`config.mk`:
```
export PLATFORM = sky130hd
export DESIGN_NAME = integer_to_ascii_formatter_unit
export DESIGN_NICKNAME = d
export VERILOG_FILES = /design/src/hw/rtl/itoa_pkg.sv /design/src/hw/rtl/itoa_front.sv /design/src/hw/rtl/itoa_cmd_fifo.sv /design/src/hw/rtl/itoa_back.sv /design/src/hw/rtl/integer_to_ascii_formatter_unit.sv
export SDC_FILE = /design/constraint.sdc
export NUM_CORES = 1
export LEC_CHECK = 0
export ABC_AREA = 1
export BUFFER_PORTS_ARGS = -buffer_cell sky130_fd_sc_hd__buf_4
export CORE_MARGIN = 2
export CORE_UTILIZATION = 40
export DETAILED_ROUTE_END_ITERATION = 16
export PLACE_DENSITY = 0.53
export SETUP_SLACK_MARGIN = 0.2
export SLEW_MARGIN = 10
export SYNTH_ARGS = -nofsm -noshare
export SYNTH_HDL_FRONTEND = slang
export SYNTH_SLANG_ARGS = --single-unit
```
`constraint.sdc`:
```
create_clock -name clk -period 26 [get_ports clk]
set_clock_uncertainty 0.15 [all_clocks]
set_input_delay 1.3 -clock clk [delete_from_list [all_inputs] [get_ports clk]]
set_output_delay 1.3 -clock clk [all_outputs]
set_load 0.02 [all_outputs]
```
`src/hw/rtl/itoa_pkg.sv`:
```
// ----------------------------------------------------------------------------
// itoa_pkg
// Shared types, constants and helpers of the integer to ASCII formatter.
// ----------------------------------------------------------------------------
package itoa_pkg;

    localparam int MAX_WIDTH  = 20;
    localparam int VALUE_BITS = 32;

    localparam int RADIX_W    = 6;
    localparam int FWIDTH_W   = 5;
    localparam int CHAR_W     = 8;

    localparam int RADIX_MIN  = 2;
    localparam int RADIX_MAX  = 36;
    localparam int LETTER_GAP = 7;

    localparam logic [CHAR_W-1:0] CHAR_ZERO  = 8'h30;
    localparam logic [CHAR_W-1:0] CHAR_MINUS = 8'h2D;
    localparam logic [CHAR_W-1:0] CHAR_SPACE = 8'h20;

    // divider: quotient bits resolved per cycle
    localparam int DIV_BPC   = 8;
    localparam int DIV_STEPS = (VALUE_BITS + DIV_BPC - 1) / DIV_BPC;
    localparam int STEP_W    = (DIV_STEPS > 1) ? $clog2(DIV_STEPS) : 1;

    localparam int DIG_W   = $clog2(VALUE_BITS + 1);
    localparam int IDX_W   = $clog2(VALUE_BITS);
    localparam int LEN_MAX = (VALUE_BITS + 1 > MAX_WIDTH) ? VALUE_BITS + 1 : MAX_WIDTH;
    localparam int LEN_W   = $clog2(LEN_MAX + 1);

    localparam int CMDQ_DEPTH = 2;
    localparam int CMDQ_PTR_W = $clog2(CMDQ_DEPTH);
    localparam int CMDQ_CNT_W = $clog2(CMDQ_DEPTH + 1);

    typedef struct packed {
        logic [VALUE_BITS-1:0] mag;
        logic [RADIX_W-1:0]    radix;
        logic                  neg;
        logic [FWIDTH_W-1:0]   fwidth;
        logic                  zero_pad;
    } itoa_cmd_t;

    function automatic logic [CHAR_W-1:0] digit_char(input logic [RADIX_W-1:0] d);
        logic [CHAR_W-1:0] c;
        c = CHAR_ZERO + CHAR_W'(d);
        if (d >= RADIX_W'(10))
            c = c + CHAR_W'(LETTER_GAP);
        return c;
    endfunction

endpackage

```
`src/hw/rtl/itoa_front.sv`:
```
// ----------------------------------------------------------------------------
// itoa_front
// Accepts input beats, drops out-of-range requests, takes the magnitude.
// ----------------------------------------------------------------------------
module itoa_front (
    input  logic [itoa_pkg::VALUE_BITS-1:0] value,
    input  logic [itoa_pkg::RADIX_W-1:0]    radix,
    input  logic                            signed_mode,
    input  logic [itoa_pkg::FWIDTH_W-1:0]   width,
    input  logic                            zero_pad,
    input  logic                            push,
    output logic                            full,
    input  logic                            q_full,
    output logic                            q_push,
    output itoa_pkg::itoa_cmd_t             q_cmd
);
    import itoa_pkg::*;

    logic ok;
    logic neg;

    assign ok  = (width <= FWIDTH_W'(MAX_WIDTH)) &&
                 (radix >= RADIX_W'(RADIX_MIN)) &&
                 (radix <= RADIX_W'(RADIX_MAX));
    assign neg = signed_mode & value[VALUE_BITS-1];

    assign full   = q_full;
    assign q_push = push & ~q_full & ok;

    always_comb
    begin
        q_cmd.mag      = neg ? (~value + VALUE_BITS'(1)) : value;
        q_cmd.radix    = radix;
        q_cmd.neg      = neg;
        q_cmd.fwidth   = width;
        q_cmd.zero_pad = zero_pad;
    end

endmodule

```
`src/hw/rtl/itoa_cmd_fifo.sv`:
```
// ----------------------------------------------------------------------------
// itoa_cmd_fifo
// Short command queue between the front and the conversion engine.
// ----------------------------------------------------------------------------
module itoa_cmd_fifo (
    input  logic                clk,
    input  logic                rst_n,
    input  logic                wr_en,
    input  itoa_pkg::itoa_cmd_t wr_data,
    output logic                is_full,
    input  logic                rd_en,
    output logic                rd_valid,
    output itoa_pkg::itoa_cmd_t rd_data
);
    import itoa_pkg::*;

    itoa_cmd_t               mem_reg [CMDQ_DEPTH];
    logic [CMDQ_PTR_W-1:0]   wr_ptr_reg;
    logic [CMDQ_PTR_W-1:0]   rd_ptr_reg;
    logic [CMDQ_CNT_W-1:0]   cnt_reg;
    logic                    do_wr;
    logic                    do_rd;

    assign is_full  = (cnt_reg == CMDQ_CNT_W'(CMDQ_DEPTH));
    assign rd_valid = (cnt_reg != '0);
    assign rd_data  = mem_reg[rd_ptr_reg];
    assign do_wr    = wr_en & ~is_full;
    assign do_rd    = rd_en & rd_valid;

    always_ff @(posedge clk)
    begin
        if (do_wr)
            mem_reg[wr_ptr_reg] <= wr_data;
    end

    always_ff @(posedge clk or negedge rst_n)
    begin
        if (!rst_n)
        begin
            wr_ptr_reg <= '0;
            rd_ptr_reg <= '0;
            cnt_reg    <= '0;
        end
        else
        begin
            if (do_wr)
                wr_ptr_reg <= (wr_ptr_reg == CMDQ_PTR_W'(CMDQ_DEPTH - 1)) ? '0
                                                                         : wr_ptr_reg + 1'b1;
            if (do_rd)
                rd_ptr_reg <= (rd_ptr_reg == CMDQ_PTR_W'(CMDQ_DEPTH - 1)) ? '0
                                                                         : rd_ptr_reg + 1'b1;
            if (do_wr && !do_rd)
                cnt_reg <= cnt_reg + 1'b1;
            else if (do_rd && !do_wr)
                cnt_reg <= cnt_reg - 1'b1;
        end
    end

endmodule

```
`src/hw/rtl/itoa_back.sv`:
```
// ----------------------------------------------------------------------------
// itoa_back
// Digit engine: repeated division by the radix, then character emission.
// ----------------------------------------------------------------------------
module itoa_back (
    input  logic                          clk,
    input  logic                          rst_n,
    input  logic                          cmd_valid,
    input  itoa_pkg::itoa_cmd_t           cmd,
    output logic                          cmd_pop,
    output logic                          empty,
    input  logic                          pop,
    output logic [itoa_pkg::CHAR_W-1:0]   character,
    output logic                          last
);
    import itoa_pkg::*;

    typedef enum logic [1:0] {
        ST_IDLE,
        ST_DIV,
        ST_EMIT
    } state_t;

    state_t                  state_reg, state_next;
    logic [VALUE_BITS-1:0]   quo_reg, quo_next;
    logic [RADIX_W-1:0]      rem_reg, rem_next;
    logic [STEP_W-1:0]       step_reg, step_next;
    logic [DIG_W-1:0]        ndig_reg, ndig_next;
    logic [LEN_W-1:0]        k_reg, k_next;
    logic [RADIX_W-1:0]      radix_reg, radix_next;
    logic                    neg_reg, neg_next;
    logic [FWIDTH_W-1:0]     fwidth_reg, fwidth_next;
    logic                    zpad_reg, zpad_next;
    logic                    ovalid_reg, ovalid_next;
    logic [CHAR_W-1:0]       char_reg, char_next;
    logic                    last_reg, last_next;

    logic [CHAR_W-1:0]       store_reg [VALUE_BITS];
    logic                    store_we;
    logic [CHAR_W-1:0]       store_wdata;

    logic [VALUE_BITS-1:0]   w;
    logic [RADIX_W-1:0]      r;
    logic [RADIX_W:0]        rt;
    logic [LEN_W-1:0]        body_len;
    logic [LEN_W-1:0]        total_len;
    logic [CHAR_W-1:0]       emit_char;
    logic                    slot_free;

    // one division pass: DIV_BPC restoring steps
    always_comb
    begin
        r  = rem_reg;
        w  = quo_reg;
        rt = '0;
        for (int i = 0; i < DIV_BPC; i++)
        begin
            if ((int'(step_reg) * DIV_BPC + i) < VALUE_BITS)
            begin
                rt = {r, w[VALUE_BITS-1]};
                w  = {w[VALUE_BITS-2:0], 1'b0};
                if (rt >= {1'b0, radix_reg})
                begin
                    rt   = rt - {1'b0, radix_reg};
                    w[0] = 1'b1;
                end
                r = rt[RADIX_W-1:0];
            end
        end
    end

    assign body_len  = LEN_W'(ndig_reg) + LEN_W'(1) + LEN_W'(neg_reg);
    assign total_len = (body_len > LEN_W'(fwidth_reg)) ? body_len : LEN_W'(fwidth_reg);
    assign slot_free = ~ovalid_reg | pop;

    // k counts characters from the right end of the field
    always_comb
    begin
        if (k_reg < LEN_W'(ndig_reg))
            emit_char = store_reg[k_reg[IDX_W-1:0]];
        else if (neg_reg && (k_reg == LEN_W'(ndig_reg)))
            emit_char = CHAR_MINUS;
        else
            emit_char = zpad_reg ? CHAR_ZERO : CHAR_SPACE;
    end

    always_comb
    begin
        state_next  = state_reg;
        quo_next    = quo_reg;
        rem_next    = rem_reg;
        step_next   = step_reg;
        ndig_next   = ndig_reg;
        k_next      = k_reg;
        radix_next  = radix_reg;
        neg_next    = neg_reg;
        fwidth_next = fwidth_reg;
        zpad_next   = zpad_reg;
        ovalid_next = ovalid_reg & ~pop;
        char_next   = char_reg;
        last_next   = last_reg;
        cmd_pop     = 1'b0;
        store_we    = 1'b0;
        store_wdata = digit_char(r);

        unique case (state_reg)
            ST_IDLE:
            begin
                if (cmd_valid)
                begin
                    cmd_pop     = 1'b1;
                    quo_next    = cmd.mag;
                    rem_next    = '0;
                    step_next   = '0;
                    ndig_next   = '0;
                    radix_next  = cmd.radix;
                    neg_next    = cmd.neg;
                    fwidth_next = cmd.fwidth;
                    zpad_next   = cmd.zero_pad;
                    state_next  = ST_DIV;
                end
            end
            ST_DIV:
            begin
                quo_next = w;
                rem_next = r;
                if (step_reg == STEP_W'(DIV_STEPS - 1))
                begin
                    store_we  = 1'b1;
                    ndig_next = ndig_reg + 1'b1;
                    rem_next  = '0;
                    step_next = '0;
                    if (w == '0)
                    begin
                        k_next     = total_len - 1'b1;
                        state_next = ST_EMIT;
                    end
                end
                else
                begin
                    step_next = step_reg + 1'b1;
                end
            end
            ST_EMIT:
            begin
                if (slot_free)
                begin
                    ovalid_next = 1'b1;
                    char_next   = emit_char;
                    last_next   = (k_reg == '0);
                    if (k_reg == '0)
                        state_next = ST_IDLE;
                    else
                        k_next = k_reg - 1'b1;
                end
            end
            default:
            begin
                state_next = ST_IDLE;
            end
        endcase
    end

    always_ff @(posedge clk)
    begin
        if (store_we)
            store_reg[ndig_reg[IDX_W-1:0]] <= store_wdata;
    end

    always_ff @(posedge clk or negedge rst_n)
    begin
        if (!rst_n)
        begin
            state_reg  <= ST_IDLE;
            ovalid_reg <= 1'b0;
        end
        else
        begin
            state_reg  <= state_next;
            ovalid_reg <= ovalid_next;
        end
    end

    always_ff @(posedge clk)
    begin
        quo_reg    <= quo_next;
        rem_reg    <= rem_next;
        step_reg   <= step_next;
        ndig_reg   <= ndig_next;
        k_reg      <= k_next;
        radix_reg  <= radix_next;
        neg_reg    <= neg_next;
        fwidth_reg <= fwidth_next;
        zpad_reg   <= zpad_next;
        char_reg   <= char_next;
        last_reg   <= last_next;
    end

    assign empty     = ~ovalid_reg;
    assign character = char_reg;
    assign last      = last_reg;

endmodule

```
`src/hw/rtl/integer_to_ascii_formatter_unit.sv`:
```
// ----------------------------------------------------------------------------
// integer_to_ascii_formatter_unit
// Formats a 32-bit integer as right-aligned ASCII text in radix 2..36.
// ----------------------------------------------------------------------------
// Input side is a queue write port: a request beat (value, radix, signed_mode,
// width, zero_pad) is taken when push is high and full is low. Requests with
// a radix outside 2..36 or a width above 20 are taken and produce nothing.
// Output side is a queue read port: while empty is low, character/last hold
// the oldest pending character; pop high consumes it. last marks the final
// character of a number. Characters leave most significant first, padding
// ahead of the minus sign.
// Flow: a request waits in a two-entry command queue, then the digit engine
// divides the 32-bit value by the radix once per digit, resolving 8 quotient
// bits per cycle, and then emits the characters of the number one by one; it
// takes the next request only after the last character has been emitted.
// The engine holds at the output register while pop stays low; the queue
// keeps taking up to two further requests meanwhile. Reset empties the queue
// and the output register.
module integer_to_ascii_formatter_unit (
    input  logic                            clk,
    input  logic                            rst_n,
    input  logic [itoa_pkg::VALUE_BITS-1:0] value,
    input  logic [itoa_pkg::RADIX_W-1:0]    radix,
    input  logic                            signed_mode,
    input  logic [itoa_pkg::FWIDTH_W-1:0]   width,
    input  logic                            zero_pad,
    input  logic                            push,
    output logic                            full,
    output logic                            empty,
    input  logic                            pop,
    output logic [itoa_pkg::CHAR_W-1:0]     character,
    output logic                            last
);
    import itoa_pkg::*;

    itoa_cmd_t q_wr_cmd;
    itoa_cmd_t q_rd_cmd;
    logic      q_push;
    logic      q_full;
    logic      q_valid;
    logic      q_pop;

    itoa_front u_front (
        .value       (value),
        .radix       (radix),
        .signed_mode (signed_mode),
        .width       (width),
        .zero_pad    (zero_pad),
        .push        (push),
        .full        (full),
        .q_full      (q_full),
        .q_push      (q_push),
        .q_cmd       (q_wr_cmd)
    );

    itoa_cmd_fifo u_cmdq (
        .clk      (clk),
        .rst_n    (rst_n),
        .wr_en    (q_push),
        .wr_data  (q_wr_cmd),
        .is_full  (q_full),
        .rd_en    (q_pop),
        .rd_valid (q_valid),
        .rd_data  (q_rd_cmd)
    );

    itoa_back u_back (
        .clk       (clk),
        .rst_n     (rst_n),
        .cmd_valid (q_valid),
        .cmd       (q_rd_cmd),
        .cmd_pop   (q_pop),
        .empty     (empty),
        .pop       (pop),
        .character (character),
        .last      (last)
    );

endmodule

```
# After elaboration in Yosys (flattened, before gate mapping)
# Memories as Yosys holds them, arrays and structs flattened. A register that Yosys moved wholly into a read port is not among the register bits.
# Index checks and enable logic that the tools add are counted.
word_totals:
  ramBits: 346
  output_inout_bits: 11
  regBits: 81
  wordCells: 183
  mem_count: 2
mem_list:
  columns: ["memory", "words", "width", "rd", "rd_ports_with_merged_regs", "wr", "line_no", "rtl"]
  rows:
  - ["u_back.store_reg", 32, 8, 1, 1, 1, "itoa_back.sv:38", "logic [CHAR_W-1:0] store_reg [VALUE_BITS];"]
  - ["u_cmdq.mem_reg", 2, 45, 1, 0, 1, "itoa_cmd_fifo.sv:17", "itoa_cmd_t mem_reg [CMDQ_DEPTH];"]
classes:
  magnitude_cmp: 22
  muxes: 74
  n_addsub: 27
  bitwise: 11
  n_eq_ne: 11
  n_reduce_logical: 20
op_table:
  columns: ["cell", "n"]
  rows:
  - ["$mux W32", 10]
  - ["$lt A32 B7 Y1 const B", 7]
  - ["$mux W6", 24]
  - ["$pmux W32 S2", 1]
  - ["$ge A7 B6 Y1", 8]
  - ["$sub A6 B6 Y6", 8]
  - ["$pmux W6 S2", 3]
  - ["$add A32 B1 Y32 const B", 1]
  - ["$logic_not A32 Y1", 1]
  - ["$not A32 Y32", 1]
  - ["$add A5 B3 Y6 const B", 4]
  - ["$mux W8", 3]
  - ["$mux W1", 20]
  - ["$mux W2", 9]
  - ["$add A5 B2 Y6 const B", 2]
  - ["$sub A6 B1 Y6 const B", 2]
  - ["$mux W5", 2]
  - ["$reduce_and A5 Y1", 2]
  - ["$add A8 B3 Y8 const B", 1]
  - ["$ne A2 B1 Y1 const B", 4]
  - ["$reduce_bool A2 Y1", 4]
  - ["$add A6 B6 Y7 const A", 1]
  - ["$add A5 B1 Y6 const B", 1]
  - ["$add A6 B1 Y6", 1]
  - ["26 further kinds", 45]

# Longest topological paths before layout
depth:
  depth_word: 29
  ltp_mapped: 96
  mapped_depth_nobuf: 92

# Cells and area by module
# Synthesis repeated with hierarchy kept, for this count alone.
unflattened:
  cells_unflattened: 2119
  hier_area_um2: 21717.1
modules_own_cells:
  columns: ["mod", "seq_area_each_um2", "cells_per_inst", "instances", "area_per_inst_um2"]
  rows:
  - ["itoa_back", 10084.7, 1600, 1, 16918.7]
  - ["itoa_cmd_fifo", 2802.7, 266, 1, 3558.4]
  - ["itoa_front", 0.0, 253, 1, 1239.9]

# Worst setup path before layout
# No wires, ideal clock.
synth_path:
  kind: "reg2reg"
  startpoint: "register u_back.radix_reg[1]"
  endpoint: "memory u_back.store_reg[0][0] (data pin)"
  synth_period_minus_slack_ps: 13862
  setup_ps: 371
  n_path_buf: 4
  path_stages_with_launch: 88
  path_slack_ps: 12138
  arrival_time_ps: 13341
  cell_sequence: "edfxtp_1 inv_1 ha_1 nand3_1 nand2_1 nand2_2 nand3_4 nand2_1 nand2_1 ha_1 nand2_1 nor3_1 a21oi_1 clkinv_1 nor2_8 nand3_4 nand2_1 nand2_1 (+52 left out) nand2_1 nand2_1 ha_1 a21oi_1 o21ai_0 a21oi_1 inv_1 a21oi_1 o21a_1 nand3_4 buf_8 inv_2 nand2_1 o21ai_0 inv_1 ha_1 nand3_4 xor2_1"
synth_between:
  word_cells_on_any_way: 36
  classes_between: "add/sub (10); order compare (9); mux (17)"
synth_lines:
  columns: ["item", "line_no", "rtl"]
  rows:
  - ["from (decl)", "itoa_back.sv:30", "logic [RADIX_W-1:0] radix_reg, radix_next;"]
  - ["from (signal assigned)", "itoa_back.sv:191", "radix_reg <= radix_next;"]
  - ["$sub A6 B6 Y6 or $ge A7 B6 Y1 (tied branches)", "itoa_back.sv:64, itoa_back.sv:62", null]
  - ["$mux W6", "itoa_back.sv:62", "if (rt >= {1'b0, radix_reg})"]
  - ["$mux W6", "itoa_back.sv:58", "if ((int'(step_reg) * DIV_BPC + i) < VALUE_BITS)"]
  - ["$sub A6 B6 Y6 or $ge A7 B6 Y1 (tied branches)", "itoa_back.sv:64, itoa_back.sv:62", null]
  - ["$mux W6", "itoa_back.sv:62", null]
  - ["$mux W6", "itoa_back.sv:58", null]
  - ["$sub A6 B6 Y6 or $ge A7 B6 Y1 (tied branches)", "itoa_back.sv:64, itoa_back.sv:62", null]
  - ["$mux W6", "itoa_back.sv:62", null]
  - ["(+12 left out)", null, null]
  - ["$mux W6", "itoa_back.sv:58", null]
  - ["$sub A6 B6 Y6 or $ge A7 B6 Y1 (tied branches)", "itoa_back.sv:64, itoa_back.sv:62", null]
  - ["$mux W6", "itoa_back.sv:62", null]
  - ["$mux W6 (*)", "itoa_back.sv:58", null]
  - ["named net u_back.r[5]", "itoa_back.sv:43", "logic [RADIX_W-1:0] r;"]
  - ["$ge A6 B4 Y1 (*)", "itoa_pkg.sv:47", "if (d >= RADIX_W'(10))"]
  - ["$mux W8 (*)", "itoa_pkg.sv:47", null]
  - ["named net u_back.store_wdata[0]", "itoa_back.sv:40", "logic [CHAR_W-1:0] store_wdata;"]
  - ["to (decl)", "itoa_back.sv:38", null]
# The timed path passes the listed nets; every way through them passes the cells marked *.

# Final worst setup path
layout_path:
  startpoint: "register u_back.radix_reg[1]"
  endpoint: "memory u_back.store_reg[31][3] (data pin)"
# Same word-level chain as after synthesis.

==> metrics.md <==
| Metric | Value |
|---|---|
| Die height | `234.2 um` |
| Worst hold slack | `357.6 ps` |
| Vias | `14,650` |
| Post-Syn Area | `21,190 um^2` |
| Mapped Avg Cell Area | `around 11 um^2` |
| DP Area | `22,390 um^2` |
| # DRC | `0` |
| Global-route wire length before repair | `83,350 um` |
| Max reg flops | `256` |
| Layout cell share with drive strength beyond 1 | `roughly a tenth` |
| Achievable Freq | `62.09 MHz` |
| Post-synth EDFFs | `420` |
| Vias in the first global route | `~14,000` |
| Post-CTS setup repair buffer count | `0` |
| Top cells by area, synth | `edfxtp_1 (60%), nor2_1 (5.0%), nand2_1 (4.7%), ha_1 (4.5%), o21ai_0 (4.3%)` |
| Cts hold-fix bufs | `0` |
| # resized after CTS | `0` |
| Routed len/inst | `19.89 um` |
| Fin. max-slew vios | `0` |
| DRT iter0 DRCs | `1,093` |
| Final setup violation count | `0` |
| Final Critical Period | `16,110 ps` |
| Syn_nets | `around 2,100` |
| Max incr delay on CP | `860 ps` |
| Outcome | `finished, final reports clean` |
| GRT Residual Overflow | `0` |
| CTS root buffer | `clkbuf_16` |
| ANT nets after route | `0` |
| Drt first pass iters | `5` |
| Worst Path Arrival | `16,170 ps` |
| PortBufs | `59` |
| WP data required | `26,060 ps` |
| Die width | `234.2 um` |
| Flops & latches, synth | `432` |
| Worst-path fanout max | `32` |
| ANT cells | `0` |
| RSZ-0062 raised after global routing | `no` |
| H-tree depth | `2` |
| CTS tree | `done` |
| Clock transition at path regs | `60 ps` |
| Clock Sinks | `between 400 and 500` |
| Initial antenna violation count | `0` |
| Num CTS Buffers | `46` |
| Overall Global Routing Usage | `19.94%` |
| Worst setup EP type | `flip-flop` |
| Vias/cell | `~5.4` |
| Share of the synthesized area in the top cell type | `59.51%` |
| Core Area | `~52,000 um^2` |
| MaxCap Viol Count | `0` |
| Row count | `84` |
| Most frequent CP cell | `nand2_1` |
| Worst-Margin Slew | `1195 ps` |
| Net count reported at finish | `2,144` |
| Mapped Cells | `1,959` |
| Post-layout utilization of the core | `a little under half` |
| Critical path class | `flip-flop to flip-flop` |
| HPWL after DPL | `35,120 um` |
| Worst Hold Class | `flip-flop to flip-flop` |
| Final setup TNS | `0 ps` |
| IO Pins | `60` |
| Most frequent cell after synthesis | `edfxtp_1` |
| Period utilisation layout | `61.95%` |
| Largest net degree at the start of global routing | `68` |
| Initial Util | `40.41%` |
| Post-layout instance area | `approximately 24,000 um^2` |
| Netlist cell types | `56` |
| Yosys top cell by area | `edfxtp_1` |
| CP Launch Type | `flip-flop` |
| Die area | `54,840 um^2` |
| Synth async-reset ratio | `under 10%` |
| Final Hold Fails | `0` |
| Longest Clk Path Bufs | `3` |
| Sequential area share after synthesis | `60.81%` |
| Worst-Skew Late Latency | `between 500 and 600 ps` |
| Synth Warn # | `0` |
| Slowest-stage cell, CP | `nand2_1` |
| Most common library cells after synthesis | `edfxtp_1 (420), nor2_1 (281), nand2_1 (267), o21ai_0 (180), inv_1 (158)` |
| Slew margin rel. | `20.15%` |
| Area grow syn2layout | `12.60%` |
| Final wirelength | `54,380 um` |
| Gp weighted congestion | `0.8760` |
| Ys flop type | `edfxtp_1` |
==> kinds of logic (layout without fill, tap and decap cells) <==
logic type / Yosys count / count (layout) / share of synthesized area, %
and+or+nand+nor: 717 / 717 / 15.09
adders and majority gates: 84 / 84 / 5.243
xor gates and xnor gates: 74 / 74 / 3.058
AOI/OAI and AO/OA: 407 / 407 / 11.30
DFF: 432 / 432 / 60.81
buffers and inverters: 245 / 332 / 4.499
==> final cells by class <==
class,instances,area [um^2]
multi-input cells,1282,7407
clock inverters,26,246.5
inverters,170,639.4
flip-flops and latches,432,12890
clock buffers,57,1222
repair buffers,79,593.1
well taps,688,860.8
fillers,4847,28580
==> stage by stage <==
| step | cells | worst slack, ps |
|---|---|---|
| after CTS | 2734 | 9861 |
| after floorplan | 1959 | 12140 |
| final | 2734 | 9894 |
| after detailed placement | 2651 | 9908 |
| after global placement | 2651 | 10590 |
| after global routing | 2734 | 8002 |
==> final timing paths <==
path	startpoint	to	slack [ps]	depth (start not counted)
min in group asynchronous	rst_n	u_cmdq.cnt_reg[0]	370	1
setup / recovery	u_back.radix_reg[1]	u_back.store_reg[31][3]	9890	82
hold reg to reg	u_cmdq.mem_reg[0][1]	u_back.fwidth_reg[0]	360	2
setup reg to reg	u_back.radix_reg[1]	u_back.store_reg[31][3]	9890	82
max in group asynchronous	rst_n	u_back.ovalid_reg	25200	1
hold / removal	u_cmdq.mem_reg[0][1]	u_back.fwidth_reg[0]	360	2
==> worst max-delay path: cells and delay by family, from the launching register on <==
| kind | cells | cell delay [ps] |
|---|---|---|
| simple gates | 32 | 4660 |
| compound gates | 29 | 5450 |
| buf+inv | 12 | 1600 |
| fa+ha+maj | 9 | 3020 |
| flops | 1 | 790 |
==> routing by layer <==
metal	GRT usage, %	routed length (um)
met3	2.918	2700
met5	0	0
met2	32.96	25780
met1	27.54	24810
met4	5.142	1088
==> layout by cell type (no fill, tap or decap), types with 9 or more instances in the layout <==
cell,netlist,layout
a21oi_1,94,93
buf_4,0,79
clkbuf_16,0,46
clkinv_1,2,9
clkinv_2,0,11
edfxtp_1,420,420
ha_1,76,76
inv_1,158,157
inv_2,10,10
nand2_1,267,267
nand2_2,12,12
nand3_1,66,66
nand4_1,25,25
nor2_1,281,279
nor3_1,17,17
nor4_1,9,9
o211ai_1,17,17
o21ai_0,180,180
o21ai_1,13,9
o221ai_1,49,49
o22ai_1,20,20
xnor2_1,25,25
xor2_1,49,48
Power is left out: the tool's default activity adds up to more than one toggle a clock period on the data nets, which glitch-free logic cannot reach.
